**src/sv/cpts_pkg.sv**
```systemverilog
// Shared types and constants of the counter-priority task scheduler.
`default_nettype none

package cpts_pkg;

    localparam logic [1:0] CMD_TICK  = 2'd0;
    localparam logic [1:0] CMD_WRITE = 2'd1;
    localparam logic [1:0] CMD_STATE = 2'd2;
    localparam logic [1:0] CMD_SCHED = 2'd3;

    localparam logic [2:0] STATE_RUNNING = 3'd0;

    localparam logic [7:0] SLOT0_PRIORITY = 8'd15;
    localparam logic [8:0] SLOT0_COUNTER  = 9'd15;

    typedef struct packed {
        logic [1:0] command;
        logic [5:0] task_index;
        logic       slot_present;
        logic [2:0] new_state;
        logic [7:0] new_priority;
        logic [8:0] new_counter;
        logic [1:0] privilege_level;
    } in_t;

    typedef struct packed {
        logic       rescheduled;
        logic [5:0] next_task;
        logic       recomputed;
        logic       starved;
        logic [8:0] current_counter;
    } out_t;

    // One task table entry as held in the memory.
    typedef struct packed {
        logic       used;
        logic [2:0] run_state;
        logic [7:0] priority_val;
        logic [8:0] counter;
    } entry_t;

    typedef struct packed {
        logic clear;
        logic sample;
    } scan_ctl_t;

    typedef struct packed {
        logic found;
        logic zero;
    } scan_stat_t;

endpackage

`default_nettype wire

```
**src/sv/cpts_task_ram.sv**
```systemverilog
// Task table memory: one write and one registered read port, reset defaults via valid bits.
`default_nettype none

module cpts_task_ram #(
    parameter int TASK_SLOTS = 64,
    localparam int IDX_W = $clog2(TASK_SLOTS)
) (
    input  wire logic                 clk,
    input  wire logic                 rst_n,
    input  wire logic                 rd_en,
    input  wire logic [IDX_W-1:0]     rd_addr,
    input  wire logic                 wr_en,
    input  wire logic [IDX_W-1:0]     wr_addr,
    input  wire cpts_pkg::entry_t     wr_data,
    output logic                      rd_ok,
    output logic [IDX_W-1:0]          rd_idx,
    output cpts_pkg::entry_t          rd_data
);

    cpts_pkg::entry_t        mem [TASK_SLOTS];
    logic [TASK_SLOTS-1:0]   valid_reg;
    cpts_pkg::entry_t        raw_reg;
    logic                    raw_valid_reg;
    logic                    rd_ok_reg;
    logic [IDX_W-1:0]        rd_idx_reg;
    cpts_pkg::entry_t        dflt;

    always_ff @(posedge clk)
    begin
        if (wr_en)
        begin
            mem[wr_addr] <= wr_data;
        end
        if (rd_en)
        begin
            raw_reg <= mem[rd_addr];
        end
    end

    always_ff @(posedge clk or negedge rst_n)
    begin
        if (!rst_n)
        begin
            valid_reg     <= '0;
            raw_valid_reg <= 1'b0;
            rd_ok_reg     <= 1'b0;
            rd_idx_reg    <= '0;
        end
        else
        begin
            rd_ok_reg <= rd_en;
            if (rd_en)
            begin
                raw_valid_reg <= valid_reg[rd_addr];
                rd_idx_reg    <= rd_addr;
            end
            if (wr_en)
            begin
                valid_reg[wr_addr] <= 1'b1;
            end
        end
    end

    // An entry never written reads as its reset value.
    always_comb
    begin
        dflt = '0;
        if (rd_idx_reg == '0)
        begin
            dflt.used         = 1'b1;
            dflt.run_state    = cpts_pkg::STATE_RUNNING;
            dflt.priority_val = cpts_pkg::SLOT0_PRIORITY;
            dflt.counter      = cpts_pkg::SLOT0_COUNTER;
        end
    end

    assign rd_data = raw_valid_reg ? raw_reg : dflt;
    assign rd_ok   = rd_ok_reg;
    assign rd_idx  = rd_idx_reg;

endmodule

`default_nettype wire

```
**src/sv/cpts_scan.sv**
```systemverilog
// Best-candidate tracker: keeps the running task with the largest counter seen in a pass.
`default_nettype none

module cpts_scan #(
    parameter int TASK_SLOTS = 64,
    localparam int IDX_W = $clog2(TASK_SLOTS)
) (
    input  wire logic                 clk,
    input  wire logic                 rst_n,
    input  wire cpts_pkg::scan_ctl_t  ctl,
    input  wire cpts_pkg::entry_t     entry,
    input  wire logic [IDX_W-1:0]     entry_idx,
    output cpts_pkg::scan_stat_t      stat,
    output logic [IDX_W-1:0]          best_idx
);

    logic             found_reg;
    logic [8:0]       best_cnt_reg;
    logic [IDX_W-1:0] best_idx_reg;
    logic             take;

    // Slots arrive from high index down, so a strict compare keeps the higher index on a tie.
    assign take = ctl.sample && entry.used && (entry.run_state == cpts_pkg::STATE_RUNNING)
                  && (!found_reg || (entry.counter > best_cnt_reg));

    always_ff @(posedge clk or negedge rst_n)
    begin
        if (!rst_n)
        begin
            found_reg <= 1'b0;
        end
        else if (ctl.clear)
        begin
            found_reg <= 1'b0;
        end
        else if (take)
        begin
            found_reg <= 1'b1;
        end
    end

    always_ff @(posedge clk)
    begin
        if (take)
        begin
            best_cnt_reg <= entry.counter;
            best_idx_reg <= entry_idx;
        end
    end

    assign stat.found = found_reg;
    assign stat.zero  = found_reg && (best_cnt_reg == '0);
    assign best_idx   = best_idx_reg;

endmodule

`default_nettype wire

```
**src/sv/counter_priority_task_scheduler.sv**
```systemverilog
// Top level of the counter-priority task scheduler: command sequencer around the task table.
//
//  channel   signals              direction  handshake
//  command   start/busy, request  in         beat taken when start && !busy
//  result    done, result         out        beat shown for one cycle on done
//
// One result beat per command, busy from acceptance until done rises.
// A tick without reschedule passes S_TICK_RD, S_FIN_ISSUE and S_FIN_RD before done,
// an in-range state set passes S_SET_RD and the same two, an entry write only those two.
// A decision scans slots TASK_SLOTS-1..1 through the single memory read port;
// a refill pass rewrites the present slots over the same range and adds a rescan;
// the worst case to done is a user tick that refills.
// Reset is asynchronous; the table reads its reset values through per-slot valid bits.
// The receiver takes every result; nothing stalls the output.
`default_nettype none

module counter_priority_task_scheduler #(
    parameter int TASK_SLOTS = 64
) (
    input  wire logic           clk,
    input  wire logic           rst_n,
    input  wire logic           start,
    output logic                busy,
    input  wire cpts_pkg::in_t  request,
    output logic                done,
    output cpts_pkg::out_t      result
);

    localparam int IDX_W = $clog2(TASK_SLOTS);
    localparam logic [IDX_W-1:0] LAST_IDX = IDX_W'(TASK_SLOTS - 1);
    localparam logic [IDX_W-1:0] ONE_IDX  = IDX_W'(1);

    typedef enum logic [9:0] {
        S_IDLE        = 10'b00_0000_0001,
        S_TICK_RD     = 10'b00_0000_0010,
        S_SET_RD      = 10'b00_0000_0100,
        S_SCAN        = 10'b00_0000_1000,
        S_SCAN_LAST   = 10'b00_0001_0000,
        S_EVAL        = 10'b00_0010_0000,
        S_REFILL      = 10'b00_0100_0000,
        S_REFILL_LAST = 10'b00_1000_0000,
        S_FIN_ISSUE   = 10'b01_0000_0000,
        S_FIN_RD      = 10'b10_0000_0000
    } state_t;

    state_t               state_reg, state_next;
    cpts_pkg::in_t        req_reg;
    logic [IDX_W-1:0]     ptr_reg, ptr_next;
    logic [IDX_W-1:0]     active_reg, active_next;
    logic                 resched_reg, resched_next;
    logic                 recomp_reg, recomp_next;
    logic                 starved_reg, starved_next;
    logic                 done_reg, done_next;
    cpts_pkg::out_t       result_reg, result_next;

    logic                 rd_en, wr_en, rd_ok;
    logic [IDX_W-1:0]     rd_addr, wr_addr, rd_idx;
    cpts_pkg::entry_t     wr_data, rd_data;
    cpts_pkg::scan_ctl_t  scan_ctl;
    cpts_pkg::scan_stat_t scan_stat;
    logic [IDX_W-1:0]     best_idx;

    logic                 accept;
    logic                 in_range;
    logic [IDX_W-1:0]     idx_in;
    logic [8:0]           refill_cnt;

    assign accept   = start && (state_reg == S_IDLE);
    assign in_range = 32'(request.task_index) < TASK_SLOTS;
    assign idx_in   = IDX_W'(request.task_index);
    assign refill_cnt = {1'b0, rd_data.counter[8:1]} + {1'b0, rd_data.priority_val};

    cpts_task_ram #(.TASK_SLOTS(TASK_SLOTS)) u_ram (
        .clk     (clk),
        .rst_n   (rst_n),
        .rd_en   (rd_en),
        .rd_addr (rd_addr),
        .wr_en   (wr_en),
        .wr_addr (wr_addr),
        .wr_data (wr_data),
        .rd_ok   (rd_ok),
        .rd_idx  (rd_idx),
        .rd_data (rd_data)
    );

    cpts_scan #(.TASK_SLOTS(TASK_SLOTS)) u_scan (
        .clk       (clk),
        .rst_n     (rst_n),
        .ctl       (scan_ctl),
        .entry     (rd_data),
        .entry_idx (rd_idx),
        .stat      (scan_stat),
        .best_idx  (best_idx)
    );

    always_comb
    begin
        state_next    = state_reg;
        ptr_next      = ptr_reg;
        active_next   = active_reg;
        resched_next  = resched_reg;
        recomp_next   = recomp_reg;
        starved_next  = starved_reg;
        done_next     = 1'b0;
        result_next   = result_reg;
        rd_en         = 1'b0;
        rd_addr       = ptr_reg;
        wr_en         = 1'b0;
        wr_addr       = rd_idx;
        wr_data       = rd_data;
        scan_ctl.clear  = 1'b0;
        scan_ctl.sample = rd_ok && ((state_reg == S_SCAN) || (state_reg == S_SCAN_LAST));

        unique case (state_reg)
            S_IDLE:
            begin
                if (accept)
                begin
                    resched_next = 1'b0;
                    recomp_next  = 1'b0;
                    starved_next = 1'b0;
                    case (request.command)
                        cpts_pkg::CMD_TICK:
                        begin
                            rd_en      = 1'b1;
                            rd_addr    = active_reg;
                            state_next = S_TICK_RD;
                        end
                        cpts_pkg::CMD_WRITE:
                        begin
                            if (in_range)
                            begin
                                wr_en                = 1'b1;
                                wr_addr              = idx_in;
                                wr_data.used         = request.slot_present;
                                wr_data.run_state    = request.new_state;
                                wr_data.priority_val = request.new_priority;
                                wr_data.counter      = request.new_counter;
                            end
                            state_next = S_FIN_ISSUE;
                        end
                        cpts_pkg::CMD_STATE:
                        begin
                            if (in_range)
                            begin
                                rd_en      = 1'b1;
                                rd_addr    = idx_in;
                                state_next = S_SET_RD;
                            end
                            else
                            begin
                                state_next = S_FIN_ISSUE;
                            end
                        end
                        default:
                        begin
                            resched_next   = 1'b1;
                            ptr_next       = LAST_IDX;
                            scan_ctl.clear = 1'b1;
                            state_next     = S_SCAN;
                        end
                    endcase
                end
            end
            S_TICK_RD:
            begin
                // Decrement the current counter, clamping at zero.
                wr_en           = 1'b1;
                wr_addr         = active_reg;
                wr_data.counter = (rd_data.counter > 9'd1) ? (rd_data.counter - 9'd1) : '0;
                if ((rd_data.counter <= 9'd1) && (req_reg.privilege_level != '0))
                begin
                    resched_next   = 1'b1;
                    ptr_next       = LAST_IDX;
                    scan_ctl.clear = 1'b1;
                    state_next     = S_SCAN;
                end
                else
                begin
                    state_next = S_FIN_ISSUE;
                end
            end
            S_SET_RD:
            begin
                wr_en             = 1'b1;
                wr_data.run_state = req_reg.new_state;
                state_next        = S_FIN_ISSUE;
            end
            S_SCAN:
            begin
                rd_en = 1'b1;
                if (ptr_reg == ONE_IDX)
                begin
                    state_next = S_SCAN_LAST;
                end
                else
                begin
                    ptr_next = ptr_reg - ONE_IDX;
                end
            end
            S_SCAN_LAST:
            begin
                state_next = S_EVAL;
            end
            S_EVAL:
            begin
                if (scan_stat.zero && !recomp_reg)
                begin
                    recomp_next = 1'b1;
                    ptr_next    = LAST_IDX;
                    state_next  = S_REFILL;
                end
                else
                begin
                    starved_next = scan_stat.zero;
                    active_next  = scan_stat.found ? best_idx : '0;
                    state_next   = S_FIN_ISSUE;
                end
            end
            S_REFILL:
            begin
                rd_en = 1'b1;
                wr_en = rd_ok && rd_data.used;
                wr_data.counter = refill_cnt;
                if (ptr_reg == ONE_IDX)
                begin
                    state_next = S_REFILL_LAST;
                end
                else
                begin
                    ptr_next = ptr_reg - ONE_IDX;
                end
            end
            S_REFILL_LAST:
            begin
                wr_en           = rd_ok && rd_data.used;
                wr_data.counter = refill_cnt;
                ptr_next        = LAST_IDX;
                scan_ctl.clear  = 1'b1;
                state_next      = S_SCAN;
            end
            S_FIN_ISSUE:
            begin
                rd_en      = 1'b1;
                rd_addr    = active_reg;
                state_next = S_FIN_RD;
            end
            S_FIN_RD:
            begin
                done_next                   = 1'b1;
                result_next.rescheduled     = resched_reg;
                result_next.next_task       = 6'(active_reg);
                result_next.recomputed      = recomp_reg;
                result_next.starved         = starved_reg;
                result_next.current_counter = rd_data.counter;
                state_next                  = S_IDLE;
            end
            default:
            begin
                state_next = S_IDLE;
            end
        endcase
    end

    always_ff @(posedge clk or negedge rst_n)
    begin
        if (!rst_n)
        begin
            state_reg   <= S_IDLE;
            ptr_reg     <= '0;
            active_reg  <= '0;
            resched_reg <= 1'b0;
            recomp_reg  <= 1'b0;
            starved_reg <= 1'b0;
            done_reg    <= 1'b0;
        end
        else
        begin
            state_reg   <= state_next;
            ptr_reg     <= ptr_next;
            active_reg  <= active_next;
            resched_reg <= resched_next;
            recomp_reg  <= recomp_next;
            starved_reg <= starved_next;
            done_reg    <= done_next;
        end
    end

    always_ff @(posedge clk)
    begin
        if (accept)
        begin
            req_reg <= request;
        end
        result_reg <= result_next;
    end

    assign busy   = (state_reg != S_IDLE);
    assign done   = done_reg;
    assign result = result_reg;

endmodule

`default_nettype wire

```
**config.mk**
```make
export PLATFORM = sky130hd
export DESIGN_NAME = counter_priority_task_scheduler
export DESIGN_NICKNAME = d
export VERILOG_FILES = /design/src/sv/cpts_pkg.sv /design/src/sv/cpts_task_ram.sv /design/src/sv/cpts_scan.sv /design/src/sv/counter_priority_task_scheduler.sv
export SDC_FILE = /design/constraint.sdc
export NUM_CORES = 2
export LEC_CHECK = 0
export ABC_AREA = 1
export BUFFER_PORTS_ARGS = -buffer_cell sky130_fd_sc_hd__buf_2
export CAP_MARGIN = 20
export CORE_AREA = 5 5 329 492
export CTS_CLUSTER_DIAMETER = 50
export CTS_CLUSTER_SIZE = 30
export DETAILED_ROUTE_END_ITERATION = 8
export DIE_AREA = 0 0 334 497
export PLACE_DENSITY = 0.62
export REMOVE_ABC_BUFFERS = 1
export SETUP_SLACK_MARGIN = 0.4
export SYNTH_ARGS = -nofsm -noshare
export SYNTH_HDL_FRONTEND = slang
export SYNTH_SLANG_ARGS = --single-unit
```
**constraint.sdc**
```tcl
create_clock -name clk -period 7.75 [get_ports clk]
set_clock_uncertainty 0.05 [all_clocks]
set_input_delay 1.1625 -clock clk [delete_from_list [all_inputs] [get_ports clk]]
set_output_delay 1.1625 -clock clk [all_outputs]
set_load 0.02 [all_outputs]
```
==> reports/results.tsv <==
stage	metric	value	unit
setup_path	Worst Reg-to-Reg Cells	18	
setup_path	Setup crit end kind	flip-flop	
placement	placed wire-length estimate	101400	microns
yosys	post-synthesis cell area	62310	sq um
cts	setup bufs post-CTS	0	
die	Die ar.	166000	sq um
cts	H-tree levels	3	
yosys	post-synth cell types	55	
cells_and_area	max reg flops	1344	
yosys	sequential-to-total area share from yosys stat	71.59	%
yosys	register bit total from synthesis	1502	
cells_and_area	fillers	14180	
sta	f_max	190.3	MHz
hold_path	HP Class	flip-flop to flip-flop	
cells_and_area	most frequent cells in the layout	edfxtp_1 (1,403), o211ai_1 (676), o21ai_0 (430)	
die	die height	497	microns
setup_path	Crit Path Class	flip-flop to flip-flop	
route	first drt pass iteration count	8	
hold_path	worst hold path startpoint	active_reg[4]	
global_route	initial antenna violation count	5	
cts	CTS Sinks	1502	
setup_path	CP arrival	5.64	ns
cells_and_area	fin area	68350	sq um
cts	Worst-Skew Late Latency	0.74	ns
cells_and_area	ratio of cells with drive above 1 in the final layout	8.921	%
route	WL/cell	24.71	microns
yosys	post-synthesis mux area share	0	%
die	Core Footprint	156800	sq um
yosys	Avg Synthesized Cell Area	12.67	sq um
sta	crit path time final	5.256	ns
sta	Final Hold Fails	0	
run_status	outcome	complete, no violations	
die	width of the die	334	microns
sta	Final Max Slew Viols	0	
sta	worst slew pin tran	1.132	ns
setup_path	CP required	8.13	ns
route	ANT nets after route	0	
sta	Period Utilization, post-route	67.82	%
global_route	largest net degree at the start of global routing	238	
placement	placed cell areas	65160	sq um
run	max capacitance violation total	0	
yosys	EDFF count, synth	1403	
route	total vias in the final route	39470	
route	vias per cell	5.651	
sta	setup_tns	0	ns
cts	Clk pin slew, worst setup/hold paths	0.11	ns
yosys	combinational family with the most area after synthesis	compound AO/OA/AOI/OAI gates	
yosys	Mapped Cells	4919	
cts	Root Buffer Master	clkbuf_16	
cells_and_area	commonest non-fill, non-tap cell in the layout	edfxtp_1	
cts	CTS resizes	0	
global_route	GR Util All Layers	20.14	%
die	Initial Util	39.74	%
sta	Slew HR	24.46	%
die	Core Rows	178	
sta	Setup-failing EPs final	0	
route	routed wire length	172600	microns
yosys	Post-Synth Simple-Gate Area	10.31	%
setup_path	r2r setup slk	2.49	ns
global_route	vias in the first global route	37690	
setup_path	reg2reg start	u_ram.raw_valid_reg	
placement	PortBufs	53	
cells_and_area	area delta synth->final	9.697	%
cts	TritonCTS clock tree	done	
cells_and_area	final std cells w/o fill	6985	
sta	worst hold slack	0.3822	ns
yosys	Synth Area in Adders	0.4538	%
route	drt drc	0	
die	I/O Pins	54	
route	DRT iter0 DRCs	4327	
hold_path	WHS Endpoint	result[15]	
hold_path	Hold Path Depth	0	
global_route	first-pass GRT wire length	252500	microns
yosys	synth warn	0	
placement	placer's final routability congestion estimate	0.9247	
cts	clk buf depth	3	
cts	CTS buffer count	81	
yosys	Compound-Gate Fraction of Synth Area	12.56	%
cts	CTS Hold Buffers Added	0	
setup_path	RR Endpoint	u_ram.mem[2][6]	
global_route	total gr overflow	0	
setup_path	kind of start point of the critical path	flip-flop	
sta	RSZ-0062 raised after global routing	no	
yosys	post-synthesis xor/xnor area fraction	0.1124	%
cells_and_area	post-layout net count	4902	
yosys	Main synth FF type	edfxtp_1	
setup_path	worst-path fanout max	40	
yosys	ys async rst share	6.591	%
placement	placed cells	6816	
[metrics by stage]
| step | util [%] | setup WS [ns] |
|---|---|---|
| 6_report | 43.60 | 2.494 |
| 4_1_cts | 43.43 | 2.571 |
| 5_1_grt | 43.59 | 2.166 |
| 3_3_place_gp | 41.40 | 2.282 |
| 3_5_place_dp | 41.56 | 2.400 |
| 2_1_floorplan | - | -2.427 |
[worst max-delay path by stage]
stage | from | endpoint | slack, ns
after global routing | u_ram.raw_valid_reg | u_ram.mem[2][6] | 2.17
after CTS | u_ram.raw_valid_reg | u_ram.mem[4][6] | 2.57
after global placement | request[29] | u_ram.mem[33][19] | 2.28
final | u_ram.raw_valid_reg | u_ram.mem[2][6] | 2.49
after floorplan | request[29] | u_ram.raw_reg[0] | -2.43
after detailed placement | request[29] | u_ram.mem[35][12] | 2.40
[Yosys cell counts (2+ instances only)]
master | number | area [sq um]
o21ai_2 | 2 | 17.52
nand2_2 | 4 | 25.02
a221oi_1 | 5 | 43.79
buf_4 | 8 | 60.06
o21ai_1 | 27 | 135.1
o221ai_1 | 3 | 26.28
nand2_1 | 410 | 1539
a32oi_1 | 3 | 26.28
ha_1 | 21 | 262.8
o211ai_1 | 676 | 5075
a211oi_1 | 3 | 22.52
dfrtp_1 | 98 | 2452
nor2_2 | 4 | 25.02
nand4_1 | 7 | 43.79
buf_2 | 155 | 775.7
buf_6 | 11 | 123.9
a22oi_1 | 5 | 37.54
a21oi_1 | 28 | 140.1
xor2_1 | 8 | 70.07
o21ai_0 | 433 | 2167
clkbuf_1 | 144 | 540.5
nor2_4 | 6 | 67.56
nor3_1 | 13 | 65.06
nand2_4 | 3 | 33.78
edfxtp_1 | 1403 | 42130
nand3_1 | 418 | 2092
o2111ai_1 | 3 | 26.28
nand2_8 | 2 | 40.04
nand3_2 | 2 | 20.02
inv_1 | 409 | 1535
buf_1 | 10 | 37.54
or2_0 | 21 | 131.4
nor4_1 | 4 | 25.02
or2_1 | 85 | 531.8
a31oi_1 | 3 | 18.77
nor2_1 | 460 | 1727
inv_2 | 4 | 15.01
[critical path, cell delays in order, from the launching register on]
cell and delay [ns]:
dfrtp_1 0.63, inv_2 0.17, nand2_1 0.25, inv_1 0.07
nor2_1 0.44, ha_1 0.27, inv_1 0.06, fa_1 0.46
nor2_1 0.11, o21ai_0 0.09, nand2_1 0.09, nand2_1 0.05
inv_1 0.06, nor2_1 0.04, o21ai_0 0.27, o21ai_0 0.13
o221a_2 0.33, a21oi_4 0.68, buf_4 0.61
[cell families after synthesis]
family	after synthesis
compound gates	1200
xor+xnor	8
simple gates	1444
fa+ha+maj	22
flops	1502
buf+inv	743
[area by class of cell]
class / instances / area [sq um] / share of cell area [%]
Sequential cell: 1502 / 44610 / 65.26
Clock buffer: 85 / 2052 / 3.002
Multi-Input combinational cell: 2674 / 15050 / 22.02
Inverter: 415 / 1575 / 2.305
Clock inverter: 62 / 880.8 / 1.289
Tap cell: 2070 / 2590 / 3.789
Timing Repair Buffer: 172 / 1580 / 2.312
Antenna cell: 5 / 12.51 / 0.01830
[routing by layer]
layer / GRT usage, % / share of wire [%]
met5: 0 / 0
met1: 25.30 / 38
met2: 32.82 / 48
met3: 3.310 / 6.9
met4: 12.12 / 7.0
Power is left out: the tool's default activity adds up to more than one toggle a clock period on the data nets, which glitch-free logic cannot reach.
